--- src/hdl/dbdd_pkg.sv ---
`timescale 1ns / 1ps
// ----------------------------------------------------------------------------
// dbdd_pkg
// Shared widths and fixed-point constants of the box delta decoder.
// ----------------------------------------------------------------------------
package dbdd_pkg;

	// Field widths
	localparam int COORD_W = 16;
	localparam int DELTA_W = 16;
	localparam int DIM_W   = 13;

	// Pipeline depth from accepted input transaction to output register
	localparam int DEPTH = 9;

	// Configuration register indexes (byte address bit 2)
	localparam logic REG_IMAGE_WIDTH  = 1'b0;
	localparam logic REG_IMAGE_HEIGHT = 1'b1;

	// log2(e) in Q.16
	localparam logic signed [17:0] LOG2E_Q16 = 18'sd94548;

	// 2^f polynomial coefficients, Q.16
	localparam logic [15:0] EXP_C1 = 16'd45559;
	localparam logic [14:0] EXP_C2 = 15'd14823;
	localparam logic [12:0] EXP_C3 = 13'd5154;

	typedef logic [COORD_W-1:0]        coord_t;
	typedef logic signed [DELTA_W-1:0] delta_t;
	typedef logic [DIM_W-1:0]          dim_t;

endpackage

--- src/hdl/dbdd_axis.sv ---
`timescale 1ns / 1ps
// ----------------------------------------------------------------------------
// dbdd_axis
// Nine-stage decode of one axis: size and centre, centre shift, exp(delta)
// via 2^n * 2^f polynomial, corner forming, clip and round to Q12.4.
// ----------------------------------------------------------------------------
module dbdd_axis (
	input  logic            clk,
	input  logic            en,
	input  dbdd_pkg::coord_t near,
	input  dbdd_pkg::coord_t far,
	input  dbdd_pkg::delta_t d,
	input  dbdd_pkg::delta_t e,
	input  dbdd_pkg::dim_t   dim,
	output dbdd_pkg::coord_t lo,
	output dbdd_pkg::coord_t hi
);

	// Stage 1: signed size in Q.4
	logic signed [17:0] s_c;
	logic signed [17:0] s_s1;
	dbdd_pkg::coord_t   near_s1;
	dbdd_pkg::delta_t   d_s1;
	dbdd_pkg::delta_t   e_s1;

	assign s_c = $signed({2'b00, far}) - $signed({2'b00, near}) + 18'sd16;

	always_ff @(posedge clk) begin
		if (en) begin
			s_s1    <= s_c;
			near_s1 <= near;
			d_s1    <= d;
			e_s1    <= e;
		end
	end

	// Stage 2: size times shift, log-scale times log2(e)
	logic signed [33:0] sd_c;
	logic signed [33:0] ey_c;
	logic signed [33:0] sd_s2;
	logic signed [33:0] ey_s2;
	logic signed [17:0] s_s2;
	dbdd_pkg::coord_t   near_s2;

	assign sd_c = s_s1 * d_s1;
	assign ey_c = e_s1 * dbdd_pkg::LOG2E_Q16;

	always_ff @(posedge clk) begin
		if (en) begin
			sd_s2   <= sd_c;
			ey_s2   <= ey_c;
			s_s2    <= s_s1;
			near_s2 <= near_s1;
		end
	end

	// Stage 3: moved centre, split exponent into integer and fraction
	logic signed [35:0] p_c;
	logic signed [33:0] yt_c;
	logic signed [21:0] y_c;
	logic [28:0]        rp_c;
	logic signed [35:0] p_s3;
	logic signed [5:0]  n_s3;
	logic [15:0]        f_s3;
	logic [28:0]        rp_s3;
	logic signed [17:0] s_s3;

	assign p_c  = $signed({8'b0, near_s2, 12'b0}) + (36'(s_s2) <<< 11) + 36'(sd_s2);
	assign yt_c = ey_s2 + 34'sd2048;
	assign y_c  = yt_c[33:12];
	assign rp_c = 29'(y_c[15:0]) * 29'(dbdd_pkg::EXP_C3);

	always_ff @(posedge clk) begin
		if (en) begin
			p_s3  <= p_c;
			n_s3  <= y_c[21:16];
			f_s3  <= y_c[15:0];
			rp_s3 <= rp_c;
			s_s3  <= s_s2;
		end
	end

	// Stage 4: first polynomial step
	logic [14:0]        r_c;
	logic [30:0]        rf_c;
	logic [30:0]        rf_s4;
	logic [15:0]        f_s4;
	logic signed [5:0]  n_s4;
	logic signed [35:0] p_s4;
	logic signed [17:0] s_s4;

	assign r_c  = dbdd_pkg::EXP_C2 + 15'(rp_s3[28:16]);
	assign rf_c = 31'(r_c) * 31'(f_s3);

	always_ff @(posedge clk) begin
		if (en) begin
			rf_s4 <= rf_c;
			f_s4  <= f_s3;
			n_s4  <= n_s3;
			p_s4  <= p_s3;
			s_s4  <= s_s3;
		end
	end

	// Stage 5: second polynomial step
	logic [15:0]        q_c;
	logic [31:0]        qf_c;
	logic [31:0]        qf_s5;
	logic signed [5:0]  n_s5;
	logic signed [35:0] p_s5;
	logic signed [17:0] s_s5;

	assign q_c  = dbdd_pkg::EXP_C1 + 16'(rf_s4[30:16]);
	assign qf_c = 32'(q_c) * 32'(f_s4);

	always_ff @(posedge clk) begin
		if (en) begin
			qf_s5 <= qf_c;
			n_s5  <= n_s4;
			p_s5  <= p_s4;
			s_s5  <= s_s4;
		end
	end

	// Stage 6: 2^f mantissa times size magnitude
	logic [16:0]        m_c;
	logic [16:0]        sabs_c;
	logic [33:0]        mag_c;
	logic [33:0]        mag_s6;
	logic               neg_s6;
	logic signed [5:0]  n_s6;
	logic signed [35:0] p_s6;

	assign m_c    = 17'h10000 + 17'(qf_s5[31:16]);
	assign sabs_c = s_s5[17] ? 17'(-s_s5) : 17'(s_s5);
	assign mag_c  = 34'(sabs_c) * 34'(m_c);

	always_ff @(posedge clk) begin
		if (en) begin
			mag_s6 <= mag_c;
			neg_s6 <= s_s5[17];
			n_s6   <= n_s5;
			p_s6   <= p_s5;
		end
	end

	// Stage 7: scale by 2^(n-4), rounding half up on right shifts
	logic signed [6:0]  sh_c;
	logic [4:0]         k_c;
	logic [34:0]        rnd_c;
	logic [40:0]        zmag_c;
	logic signed [41:0] z_c;
	logic signed [41:0] z_s7;
	logic signed [35:0] p_s7;

	assign sh_c  = 7'(n_s6) - 7'sd4;
	assign k_c   = 5'(-sh_c);
	assign rnd_c = 35'(1) << (k_c - 5'd1);

	always_comb begin
		if (!sh_c[6]) begin
			zmag_c = 41'(mag_s6) << sh_c[2:0];
		end else begin
			zmag_c = 41'((35'(mag_s6) + rnd_c) >> k_c);
		end
		z_c = neg_s6 ? -$signed({1'b0, zmag_c}) : $signed({1'b0, zmag_c});
	end

	always_ff @(posedge clk) begin
		if (en) begin
			z_s7 <= z_c;
			p_s7 <= p_s6;
		end
	end

	// Stage 8: corners in Q.17
	logic signed [43:0] twop_c;
	logic signed [43:0] lo_s8;
	logic signed [43:0] hi_s8;

	assign twop_c = 44'(p_s7) <<< 1;

	always_ff @(posedge clk) begin
		if (en) begin
			lo_s8 <= twop_c - 44'(z_s7);
			hi_s8 <= twop_c + 44'(z_s7);
		end
	end

	// Stage 9: clip to image, round to Q12.4, saturate
	dbdd_pkg::dim_t bound_c;
	logic [29:0]    lim_c;

	assign bound_c = (dim == '0) ? '0 : dim - 13'd1;
	assign lim_c   = {bound_c, 17'b0};

	function automatic dbdd_pkg::coord_t clip_round(logic signed [43:0] v, logic [29:0] lim);
		logic [29:0] vc;
		logic [30:0] o;
		if (v[43]) begin
			vc = '0;
		end else if (v > $signed({14'b0, lim})) begin
			vc = lim;
		end else begin
			vc = v[29:0];
		end
		o = (31'(vc) + 31'd4096) >> 13;
		return (o > 31'd65535) ? 16'hFFFF : o[15:0];
	endfunction

	always_ff @(posedge clk) begin
		if (en) begin
			lo <= clip_round(lo_s8, lim_c);
			hi <= clip_round(hi_s8, lim_c);
		end
	end

endmodule

--- config.mk ---
export PLATFORM = sky130hd
export DESIGN_NAME = dbdd_axis
export DESIGN_NICKNAME = d
export VERILOG_FILES = /design/src/hdl/dbdd_pkg.sv /design/src/hdl/dbdd_axis.sv
export SDC_FILE = /design/constraint.sdc
export NUM_CORES = 2
export LEC_CHECK = 0
export BUFFER_PORTS_ARGS = -buffer_cell sky130_fd_sc_hd__buf_2
export CAP_MARGIN = 15
export CORE_UTILIZATION = 57
export DETAILED_ROUTE_END_ITERATION = 6
export PLACE_DENSITY = 0.7
export SKIP_CTS_REPAIR_TIMING = 1
export SYNTH_ARGS = -nofsm -noshare
export SYNTH_HDL_FRONTEND = slang
export SYNTH_SLANG_ARGS = --single-unit
--- constraint.sdc ---
create_clock -name clk -period 12.25 [get_ports clk]
set_input_delay 1.225 -clock clk [delete_from_list [all_inputs] [get_ports clk]]
set_output_delay 1.225 -clock clk [all_outputs]
set_load 0.1 [all_outputs]
==> out/qor.yml <==
route:
  drt_iter0_drc: 4304
  drt-total-wl_mm: 198
  vias_per_cell: 5.76
  wire_per_inst_um: 20.1
  firstDrtPassIters: 7
  route.detailed.drc: 5
  ant_nets: 0
  vias: 56700
sta:
  final.period_utilization_pct: 77.9
  finalHoldViolCount: 0
  whs_ns: 0.389
  setup_viol: 0
  rsz0062_at_grt: "false"
  period_needed_ns: 9.55
  clock.fmax_mhz: 105
  worst_slew_pin_slew_ns: 1.20
  slew_headroom_pct: 19.3
  skew_ns: 0.0424
  slew_violations: 0
  fin_tns_setup_ns: 0
cts:
  clock_latency_ns: 0.69
  cts_max_path_buffers: 3
  clkTransAtPathRegs_ns: 0.07
  cts_sinks: 680
  htreeDepth: 3
  cts_buffers: 77
  tritoncts: "built"
  cts-root-buf: "clkbuf_16"
yosys:
  synth_top_area_share_pct: 25.7
  synth_edf_count: 680
  yosys-top-cells-area: "edfxtp_1, fa_1, ha_1, inv_1, nand2_1"
  yosys-top-cells-count: "inv_1, fa_1, nand2_1, ha_1, edfxtp_1"
  synth_flop_cell: "edfxtp_1"
  postSynthCellCount: 7983
  synth_most_common_cell: "inv_1"
  syn_area_per_cell_sq_um: 9.94
  synth-async-reset-ratio_pct: 0
  synth_top_area_cell: "edfxtp_1"
  yosys_warnings: 0
  synth_nets: 9863
  synth_cell_types: 101
  ys_seq_elements: 680
  seq_area_frac_synth_pct: 25.7
  syn-cell-area_sq_mm: 0.0793
run_status:
  violations: "design-rule violations"
  status: "finished with violations"
critical_path:
  arrival_ns: 9.97
  critical_path.top_delay_family: "adder cells"
  cp_max_fo: 16
  crit_top_cell: "fa_1"
  critPathKind: "flop to flop"
  required_ns: 12.68
  worst_setup_path_startpoint: "rf_s4[16]"
  r2r-start: "rf_s4[16]"
  cp-start-kind: "flop"
  crit_buf_inv: 5
  critPathMaxStageDelay_ns: 0.61
  critPathSlowestCell: "edfxtp_1"
  cp-end-kind: "flop"
place:
  dp_hpwl_mm: 155
  post-place-cells: 9706
  port_buffers: 110
  place_congestion: 0.980
grt:
  grt.total_usage_pct: 28.9
  antenna_found_initial: 4
  grt_pass1_wl_mm: 320
  grt_pass1_vias: 58800
  overflow: 0
  grt_max_degree: 160
die:
  start_util_pct: 57.6
  dieHeight_um: 375
  io_pins: 111
  core.rowCount: 136
  core_area_sq_mm: 0.138
  die_x_um: 375
  die_area_sq_mm: 0.141
cells_and_area:
  syn2layout_area_growth_pct: 6.61
  drive_gt1_share_pct: 5.10
  fillCellCount: 11600
  nets: 9873
  final_util_pct: 61.4
  n_antenna_cell: 0
  fin_cells: 9845
run:
  max-cap-violations: 0
worst_hold_path:
  hold_class: "flop to flop"
  min_from: "p_s6[20]"
-- placed cells by master (no fill, tap or decap), types with 14 or more instances in the layout --
cell type / Yosys / layout
inv_1: 1426 / 1426
fa_1: 1004 / 1004
nand2_1: 866 / 866
ha_1: 797 / 797
edfxtp_1: 680 / 680
and2_1: 440 / 440
nor2_1: 389 / 389
xnor2_1: 275 / 265
a21oi_1: 267 / 265
o21ai_0: 177 / 177
nand3_1: 131 / 131
xor2_1: 125 / 122
nor3_1: 119 / 119
buf_2: 12 / 109
nor2b_1: 95 / 95
clkbuf_16: 0 / 78
buf_4: 2 / 78
o21a_1: 62 / 62
nand2b_1: 61 / 61
mux2i_1: 57 / 57
nand4_1: 52 / 52
a21o_1: 51 / 51
or3_1: 44 / 44
a211oi_1: 38 / 38
nor4_1: 37 / 37
and3_1: 35 / 35
a31oi_1: 35 / 35
o211ai_1: 34 / 34
o31ai_1: 27 / 27
o21bai_1: 27 / 27
o22ai_1: 24 / 24
or2_2: 21 / 21
o21ai_1: 20 / 19
a21boi_0: 18 / 18
o221ai_1: 16 / 16
a221oi_1: 15 / 15
a211o_1: 15 / 15
mux2_2: 14 / 14
a22oi_1: 14 / 14
bufinv_16: 0 / 14
-- layout make-up --
class                           instances  area, sq um  area share, %
Clock buffer                           86         1980           2.34
Clock inverter                         51          717          0.848
Inverter                             1427         5360           6.33
Multi-Input combinational cell       5616        52700           62.3
Sequential cell                       680        20400           24.1
Tap cell                             1794         2240           2.65
Timing Repair Buffer                  191         1180           1.39
-- per-layer routing --
metal  part of all wire, %  track usage (%)
met1                    43             39.5
met2                    47             47.6
met3                   7.0             4.22
met4                   3.1             9.09
met5                0.0061                0
-- per-stage QoR --
stage | area (sq um) | worst slack [ns]
6_report | 84600 | 2.70
5_1_grt | 84600 | 1.99
4_1_cts | 84600 | 2.64
2_1_floorplan | 79300 | 3.66
3_5_place_dp | 81900 | 2.69
3_3_place_gp | 81900 | 2.85
-- state kept, by name, summed over array words and instances, names as in the netlist, 18 cells and up --
| name | cells |
|---|---|
| lo_s8 | 43 |
| p_s3 | 35 |
| p_s7 | 35 |
| hi_s8 | 42 |
| s_s1 | 18 |
| s_s5 | 18 |
| ey_s2 | 23 |
| sd_s2 | 34 |
| p_s5 | 35 |
| p_s6 | 35 |
| z_s7 | 42 |
| s_s2 | 18 |
| s_s3 | 18 |
| p_s4 | 35 |
| s_s4 | 18 |
| mag_s6 | 34 |
-- kinds of logic (layout without fill, tap and decap cells) --
group                      Yosys count  in the layout  share of synthesized area (%)
AOI/OAI and AO/OA                  989            989                           8.38
muxes                               84             84                           1.29
xor gates and xnor gates           400            400                           4.42
buffers and inverters             1687           1755                           8.01
adders and majority gates         1801           1801                           37.9
DFF                                680            680                           25.7
and+or+nand+nor                   2342           2342                           14.3
-- final timing paths --
| check | end | slack (ns) | depth (start not counted) |
|---|---|---|---|
| setup / recovery | qf_s5[31] | 2.70 | 33 |
| hold / removal | p_s7[20] | 0.39 | 0 |
| setup reg to reg | qf_s5[31] | 2.70 | 33 |
| hold reg to reg | p_s7[20] | 0.39 | 0 |
Power is not shown: default switching activity piles up to over one toggle a cycle in this logic, so the estimate is an artifact.
